### config.mk
export PLATFORM = sky130hd
export DESIGN_NAME = srh_ctrl
export DESIGN_NICKNAME = d
export VERILOG_FILES = /design/src/rtl/srh_pkg.sv /design/src/rtl/srh_ctrl.sv
export SDC_FILE = /design/constraint.sdc
export NUM_CORES = 1
export LEC_CHECK = 0
export ABC_AREA = 1
export ABC_CLOCK_PERIOD_IN_PS = 1000
export BUFFER_PORTS_ARGS = -buffer_cell sky130_fd_sc_hd__buf_2
export CAP_MARGIN = 20
export CORE_MARGIN = 3
export CORE_UTILIZATION = 37
export DETAILED_ROUTE_END_ITERATION = 8
export GPL_TIMING_DRIVEN = 0
export PLACE_DENSITY_LB_ADDON = 0.2
export SETUP_SLACK_MARGIN = 0.4
export SLEW_MARGIN = 20
export SYNTH_ARGS = -nofsm -noshare
export SYNTH_HDL_FRONTEND = slang
export SYNTH_SLANG_ARGS = --single-unit
### constraint.sdc
create_clock -name aclk -period 1 [get_ports aclk]
set_input_delay 0 -clock aclk [delete_from_list [all_inputs] [get_ports aclk]]
set_output_delay 0 -clock aclk [all_outputs]
set_load 0.005 [all_outputs]
### src/rtl/srh_pkg.sv
`default_nettype none
// ----------------------------------------------------------------------------
// srh_pkg
// Shared types and constants of the source radius histogrammer: register
// indexes, controller commands and datapath status.
// ----------------------------------------------------------------------------
package srh_pkg;

    // configuration port
    localparam int CFG_IDX_W  = 3;
    localparam int CFG_DATA_W = 16;

    localparam logic [CFG_IDX_W-1:0] REG_PARAM_START  = 3'd0;
    localparam logic [CFG_IDX_W-1:0] REG_PARAM_STEP   = 3'd1;
    localparam logic [CFG_IDX_W-1:0] REG_PARAM_COUNT  = 3'd2;
    localparam logic [CFG_IDX_W-1:0] REG_RADIUS_LIMIT = 3'd3;
    localparam logic [CFG_IDX_W-1:0] REG_BIN_WIDTH    = 3'd4;

    // reset values of the registers
    localparam logic [15:0] RST_PARAM_START  = 16'd2048;
    localparam logic [15:0] RST_PARAM_STEP   = 16'd205;
    localparam logic [6:0]  RST_PARAM_COUNT  = 7'd55;
    localparam logic [15:0] RST_RADIUS_LIMIT = 16'd8192;
    localparam logic [15:0] RST_BIN_WIDTH    = 16'd205;

    // iterative divider: 32 bit dividend, 16 bit divisor
    localparam int DIV_NUM_W = 32;
    localparam int DIV_DEN_W = 16;

    // square root unit: radicand below 2^62
    localparam int SQRT_W = 62;

    localparam logic [31:0] COUNT_MAX = 32'hFFFF_FFFF;

    // controller to datapath
    typedef struct packed {
        logic clr_wr;        // write zero at the sweep address, advance
        logic load_item;     // capture the input beat
        logic load_p;        // form the trial scale
        logic start_div_d;   // start offset division
        logic load_mul;      // offset times direction
        logic cand_next;     // move to the second candidate
        logic load_pos;      // candidate coordinates
        logic load_abs;      // magnitudes and box test
        logic load_sq;       // squares
        logic start_sqrt;    // start radius root
        logic start_div_bin; // start bin division
        logic mem_rd;        // histogram read
        logic rd_sel_read;   // read address from the read beat
        logic mem_wr;        // histogram update write
        logic next_trial;    // advance trial counter
        logic load_out;      // load result register
    } srh_cmd_t;

    // datapath to controller
    typedef struct packed {
        logic clr_last;
        logic is_read;
        logic ev_skip;
        logic div_busy;
        logic sqrt_busy;
        logic pos_ok;
        logic bin_ok;
        logic cand1;
        logic last_trial;
        logic out_busy;
    } srh_sts_t;

endpackage
`default_nettype wire

### src/rtl/srh_ctrl.sv
`default_nettype none
// ----------------------------------------------------------------------------
// srh_ctrl
// Sequencer: clearing sweep, read beats and the per-trial event walk.
// ----------------------------------------------------------------------------
module srh_ctrl (
    input  wire logic              aclk,
    input  wire logic              aresetn,
    input  wire logic              s_valid,
    output logic                   s_ready,
    input  wire srh_pkg::srh_sts_t sts,
    output srh_pkg::srh_cmd_t      cmd
);
    import srh_pkg::*;

    typedef enum logic [3:0] {
        ST_CLEAR, ST_IDLE, ST_DISPATCH, ST_RD_MEM, ST_RD_OUT,
        ST_EV_P, ST_EV_DIV, ST_EV_DIVW, ST_EV_MUL, ST_EV_POS, ST_EV_ABS,
        ST_EV_SQ, ST_EV_CHK, ST_EV_SQW, ST_EV_BINW, ST_EV_WR
    } state_t;

    state_t state_reg, state_next;

    // commands and next state
    always_comb begin
        cmd        = '0;
        state_next = state_reg;
        case (state_reg)
            ST_CLEAR: begin
                cmd.clr_wr = 1'b1;
                if (sts.clr_last) state_next = ST_IDLE;
            end
            ST_IDLE: begin
                if (s_valid) begin
                    cmd.load_item = 1'b1;
                    state_next    = ST_DISPATCH;
                end
            end
            ST_DISPATCH: begin
                if (sts.is_read) state_next = ST_RD_MEM;
                else if (sts.ev_skip) state_next = ST_IDLE;
                else state_next = ST_EV_P;
            end
            ST_RD_MEM: begin
                cmd.mem_rd      = 1'b1;
                cmd.rd_sel_read = 1'b1;
                state_next      = ST_RD_OUT;
            end
            ST_RD_OUT: begin
                if (!sts.out_busy) begin
                    cmd.load_out = 1'b1;
                    state_next   = ST_IDLE;
                end
            end
            ST_EV_P: begin
                cmd.load_p = 1'b1;
                state_next = ST_EV_DIV;
            end
            ST_EV_DIV: begin
                cmd.start_div_d = 1'b1;
                state_next      = ST_EV_DIVW;
            end
            ST_EV_DIVW: begin
                if (!sts.div_busy) state_next = ST_EV_MUL;
            end
            ST_EV_MUL: begin
                cmd.load_mul = 1'b1;
                state_next   = ST_EV_POS;
            end
            ST_EV_POS: begin
                cmd.load_pos = 1'b1;
                state_next   = ST_EV_ABS;
            end
            ST_EV_ABS: begin
                cmd.load_abs = 1'b1;
                state_next   = ST_EV_SQ;
            end
            ST_EV_SQ: begin
                cmd.load_sq = 1'b1;
                state_next  = ST_EV_CHK;
            end
            ST_EV_CHK: begin
                if (sts.pos_ok) begin
                    cmd.start_sqrt = 1'b1;
                    state_next     = ST_EV_SQW;
                end else begin
                    state_next = ST_EV_WR;
                end
            end
            ST_EV_SQW: begin
                if (!sts.sqrt_busy) begin
                    cmd.start_div_bin = 1'b1;
                    state_next        = ST_EV_BINW;
                end
            end
            ST_EV_BINW: begin
                if (!sts.div_busy) begin
                    cmd.mem_rd = sts.bin_ok;
                    state_next = ST_EV_WR;
                end
            end
            // update write (when a read was issued), then next candidate, next trial or idle
            ST_EV_WR: begin
                cmd.mem_wr = sts.pos_ok && sts.bin_ok && !sts.div_busy && !sts.sqrt_busy;
                if (!sts.cand1) begin
                    cmd.cand_next = 1'b1;
                    state_next    = ST_EV_POS;
                end else if (sts.last_trial) begin
                    state_next = ST_IDLE;
                end else begin
                    cmd.next_trial = 1'b1;
                    state_next     = ST_EV_P;
                end
            end
            default: state_next = ST_IDLE;
        endcase
    end

    always_ff @(posedge aclk) begin
        if (!aresetn) begin
            state_reg <= ST_CLEAR;
        end else begin
            state_reg <= state_next;
        end
    end

    assign s_ready = state_reg == ST_IDLE;

    // checks
    a_no_accept_clear: assert property (@(posedge aclk) disable iff (!aresetn)
        state_reg == ST_CLEAR |-> !cmd.load_item) else $error("beat taken during sweep");
    a_dispatch: assert property (@(posedge aclk) disable iff (!aresetn)
        cmd.load_item |=> state_reg == ST_DISPATCH) else $error("capture not dispatched");
    a_wr_after_rd: assert property (@(posedge aclk) disable iff (!aresetn)
        cmd.mem_wr |-> $past(state_reg) == ST_EV_BINW) else $error("write out of sequence");

endmodule
`default_nettype wire

* After elaboration in Yosys (flattened, before gate mapping) *
Index checks and enable logic that the tools add are counted.

cells by class
  equal/unequal tests = 21
  muxes and demuxes = 35
  reductions and logical operators = 7

operators with widths
  operator                                              count
  one-hot mux 4 bit (16 select lines)                   1
  equality test 4 bit (second input constant)           8
  2-to-1 mux 4 bit                                      8
  2-to-1 mux 1 bit                                      21
  equality test 4 x 3 -> 1 bit (second input constant)  4
  != test 2 bit (second input constant)                 6
  equality test 4 x 2 -> 1 bit (second input constant)  2
  2-to-1 mux 3 bit                                      2
  AND reduction 6 bit                                   1
  equality test 4 x 1 -> 1 bit (second input constant)  1
  logical NOT 4 bit                                     1
  2-to-1 mux 2 bit                                      2
  logical AND 1 bit                                     3
  logical NOT 1 bit                                     2
  one-hot mux 1 bit (2 select lines)                    1

word-level totals
  register bits = 4
  bits of input ports = 13
  output and inout port bits = 17
  logic and storage cells = 64

* Logic depth before layout (Yosys ltp) *
  word-level depth = 4
  mapped depth = 9
  depth with buffers taken out = 9

* Least setup slack after synthesis *
No wires, ideal clock.

  kind = register to register
  from = register state_reg[1]
  to = register state_reg[0]
  library setup time = 0.070 ns
  arrival = 1.053 ns
  data required time = 0.930 ns
  setup slack = -0.123 ns
  cell stages (with the launch flop) = 9
  path buffers = 0
  clock period less this slack = 1.123 ns
  path through = dfxtp_1 inv_2 nor2_2 nand2_2 nand2_2 nand2_4 nand2_4 nand2_1 a21oi_1

on the way
  cells in the longest elaborated chain, start to end = 3
  elaborated cells on any way between the ends = 24
  those cells by class = eq/ne (21); mux (1); reduce/logical (2)

ends and longest elaborated chain
  what                                                  line             text
  start, declared                                       srh_ctrl.sv:22   state_t state_reg, state_next;
  start signal, assigned                                srh_ctrl.sv:123  state_reg <= state_next;
  equality test 4 x 3 -> 1 bit (tied with other cells)  srh_ctrl.sv:28   case (state_reg)
  != test 2 bit (no line)                               n/a
  AND reduction 6 bit (no line)                         n/a

Several ways; a longest one is shown, not always the timed one.
A chain may end at the register's enable or synchronous reset.

* Final worst setup path *
  from = register state_reg[3]
  to = register state_reg[0]

The elaborated chain is that of the path after synthesis.

==> results by stage <==
Route:
- The count of vias placed by the detailed router is 740.
- The detailed router used layers up to and including met4.
- After detailed routing, the number of vias per cell comes to 5.248.
- Before antenna repair, the detailed router went through 4 iterations.
- The routed length on met1 is between 700 and 800 um.
- The met2 routed wirelength is ~960 um.
- The total DRC errors in the routed layout is 0.
- After the first detailed-routing iteration, the DRC count stood at 24.
- After detailed routing, the met3 layer carries approximately 140 um of wire.
- The total wirelength of the detailed-routed design is 1.900 mm.
- The average routed wire per standard cell is 13.48 um.
- The count of nets left with antenna violations once routing finished came out at 0.

Outcome:
- The final reports fail on negative setup slack.
- The run finished, with violations left.

Yosys:
- The sequential cell area fraction in the yosys report is 0.1637.
- Each instance of the synthesized netlist takes up on average ~5.5 sq um.
- Ranked by total cell area, the synthesized netlist is headed by sky130_fd_sc_hd__dfxtp_1 (16%), sky130_fd_sc_hd__nand2_1 (14%), sky130_fd_sc_hd__nand3_1 (11%).
- The top-area cell type share of the netlist area is 0.1637.
- The register bit count reported by yosys is 4.
- The predominant post-synthesis flop cell is sky130_fd_sc_hd__dfxtp_1.
- The adder and majority gate portion of the synthesized area is 0.
- For this run, asynchronously set or reset flops after synthesis account for 0.
- The largest family of logic cells by synthesized area is simple AND/OR/NAND/NOR gates.
- Ranked by instance count, the synthesized netlist is headed by sky130_fd_sc_hd__nand2_1 (18), sky130_fd_sc_hd__nor2_1 (14), sky130_fd_sc_hd__inv_1 (12).
- After synthesis, the netlist uses 17 different library cells.
- The number of synthesis warnings is 0.
- The top cell type by total area after synthesis is sky130_fd_sc_hd__dfxtp_1.
- The simple-gate share of the synthesized area is 0.6240.
- The post-synthesis cell count is 89.
- The count of flip-flops with a built-in enable after synthesis is 0.
- The xor-xnor portion of the synthesized cell area is 0.
- In the post-synthesis netlist, the cell with the most instances is sky130_fd_sc_hd__nand2_1.
- The net count of the mapped netlist is a little over 100.
- The complex-gate fraction of the synthesized area came to 0.08951.
- The portion of synthesized area spent on multiplexers is 0.
- The total standard cell area after synthesis is 489.2 sq um.

Worst setup path:
- Data on the critical path arrives at its endpoint at 1.43 ns.
- The startpoint class of the critical path is a flip-flop.
- The required time of the worst setup path is 1.17 ns.
- The maximum fanout count along the critical path is 5.
- The capturing element type of the critical path is a flip-flop.
- The category of the most critical setup path is reg2reg.

Pwr:
- The final total power is 0.8561 mW.
- The leakage power is 0.5028 nW.
- Dividing total power by cell area gives a power density of 942.4 nW/um^2.
- Across the VDD grid, the largest voltage drop is roughly 0.57 mV.

Place:
- After detailed placement, the design holds a cell count of between 100 and 150.
- Buffers placed on the I/O ports in this run total 29.
- The routability congestion estimate is 0.8504.
- The half-perimeter wire length after placement is around 1.2 mm.

CTS:
- The longest clock path from root to sink contains 2 buffers.
- The tree is rooted in a sky130_fd_sc_hd__clkbuf_4.
- The clock drives 4 sinks.
- The clock-pin slew reported for the worst setup and hold paths after clock tree synthesis is 0.04 ns.
- The number of clock buffers added by TritonCTS is 3.
- The count of H-tree levels built during CTS is 1.
- The clock insertion delay at the later pin of the skew report is about 0.25 ns.
- The clock tree from TritonCTS is done.
- The count of hold-fix buffers inserted at cts is 0.

STA:
- Setup repair after global routing could not meet its margin everywhere.
- The final number of hold-violating endpoints is 0.
- Of the available clock period, the critical path in the final layout requires 1.255.
- The number of max-slew violations in the final report is 0.
- The time the final worst path needs with I/O delays and setup is between 1 and 1.5 ns.
- Adding up every negative setup slack in the final design gives -3.468 ns.
- Headroom to the max-slew limit came out at 0.8414.
- The final worst slack is -0.2555 ns.
- Across the routed clock network, the largest skew measured is between 0.002 and 0.003 ns.
- The number of setup violations in the final report is 21.
- The slew at the pin closest to its max-slew limit is 0.2359 ns.
- The fmax is ~800 MHz.

Floorplan:
- The die width is approximately 42 um.
- In this run the vertical extent of the chip is between 40 and 50 um.
- The core outline area is 1171 sq um.
- The initial utilization of the core area, before any placement, comes to 0.4177.
- 30 I/O pins were placed.
- The area of the die is 1794 sq um.
- The floorplan has 12 rows.

Layout:
- 0 antenna diodes ended up in the layout.
- The net count reported at finish is 142.
- Of the cells placed in the final design, the portion with a size suffix greater than 1 is 0.6378.
- The area growth from synthesis to layout is 85.68%.
- The final non-filler cell total is 141.
- The fill cell total of the finished layout is 101.
- The register with the most flip-flops in the layout has 4 of them.

Hold path:
- The class of the worst hold path is in2reg.

Job:
- Max-cap violations in this run came to 0.

GRT:
- The first global-routing pass estimated 2.801 mm of wire.
- The initial antenna violation count is 0.
- The aggregate global routing overflow is 0.
- The number of global-route vias before repair is between 600 and 700.
- The pin count of the biggest net entering global routing is 8.
- Across every metal layer, demand over resource in global routing totals 0.2033.
[power breakdown]
part           switching, mW  internal (mW)  leakage [nW]  total [mW]
clock                 0.0796          0.135        0.0138       0.215
sequential            0.0455          0.176        0.0355       0.222
combinational          0.255          0.165         0.453       0.419
total                  0.380          0.476         0.503       0.856
[final cells by class]
type,instances,area (sq um),share of cell area
Timing Repair Buffer,35,197.7,0.2176
Inverter,16,82.58,0.09091
Clock buffer,3,22.52,0.02479
Sequential cell,4,95.09,0.1047
Multi-Input combinational cell,69,493.0,0.5427
Tap cell,14,17.52,0.01928
[final timing paths]
check	startpoint	to	slack, ns	cells after the start
setup / recovery	state_reg[3]$_SDFFE_PN0P_	state_reg[0]$_SDFFE_PN0P_	-0.26	7
setup reg to reg	state_reg[3]$_SDFFE_PN0P_	state_reg[0]$_SDFFE_PN0P_	-0.26	7
hold / removal	aresetn	state_reg[0]$_SDFFE_PN0P_	0.04	3
hold reg to reg	state_reg[2]$_SDFFE_PN0P_	state_reg[2]$_SDFFE_PN0P_	0.53	2
[layout by cell type, fill, tap and decap left out, types with 2 or more instances in the layout]
| master | count |
|---|---|
| sky130_fd_sc_hd__a21oi_1 | 3 |
| sky130_fd_sc_hd__a21oi_2 | 2 |
| sky130_fd_sc_hd__buf_2 | 29 |
| sky130_fd_sc_hd__buf_4 | 4 |
| sky130_fd_sc_hd__buf_6 | 2 |
| sky130_fd_sc_hd__clkbuf_4 | 3 |
| sky130_fd_sc_hd__dfxtp_4 | 4 |
| sky130_fd_sc_hd__inv_1 | 8 |
| sky130_fd_sc_hd__inv_2 | 2 |
| sky130_fd_sc_hd__inv_4 | 4 |
| sky130_fd_sc_hd__nand2_1 | 12 |
| sky130_fd_sc_hd__nand2_2 | 6 |
| sky130_fd_sc_hd__nand2_4 | 6 |
| sky130_fd_sc_hd__nand3_1 | 8 |
| sky130_fd_sc_hd__nand3_2 | 3 |
| sky130_fd_sc_hd__nand3b_1 | 2 |
| sky130_fd_sc_hd__nor2_1 | 10 |
| sky130_fd_sc_hd__nor2_4 | 6 |
| sky130_fd_sc_hd__nor3_2 | 3 |
[per-layer routing]
layer  vias up  global-route usage
met5         -                   0
met4         0             0.06211
met3         8             0.07725
met2        40              0.3374
met1       325              0.2392
li1        367                   -
[critical path: stages (launching register included)]
cell	delay [ns]
sky130_fd_sc_hd__dfxtp_4	0.37
sky130_fd_sc_hd__nor2_2	0.23
sky130_fd_sc_hd__nand3b_1	0.14
sky130_fd_sc_hd__nand2_2	0.12
sky130_fd_sc_hd__nor2_4	0.06
sky130_fd_sc_hd__nand2_4	0.07
sky130_fd_sc_hd__nand2_1	0.08
sky130_fd_sc_hd__a21oi_2	0.11
[per-stage QoR]
step	worst slack (ns)	util	area (sq um)	hold WS (ns)
floorplan	-0.02716	-	573.1	0.02351
detailed placement	-0.1635	0.6282	735.7	0.2614
CTS	-0.2084	0.7222	845.8	0.02893
finish	-0.2555	0.7756	908.4	0.04086
global placement	-0.1204	0.6282	735.7	0.2502
global route	-0.3286	0.7756	908.4	0.05584
[logic make-up after synthesis]
group                  Yosys count
AOI/OAI and AO/OA                8
buffers and inverters           16
DFF                              4
and+or+nand+nor                 61
[repair_timing]
action | 4_1_cts | 5_1_grt
gates resized for setup | 19 | 10
pin swaps | 10 | 9
setup buffers | 3 | 3
setup endpoints to repair | 21 | 21
Note: power is estimated with default switching activity, not from simulation.
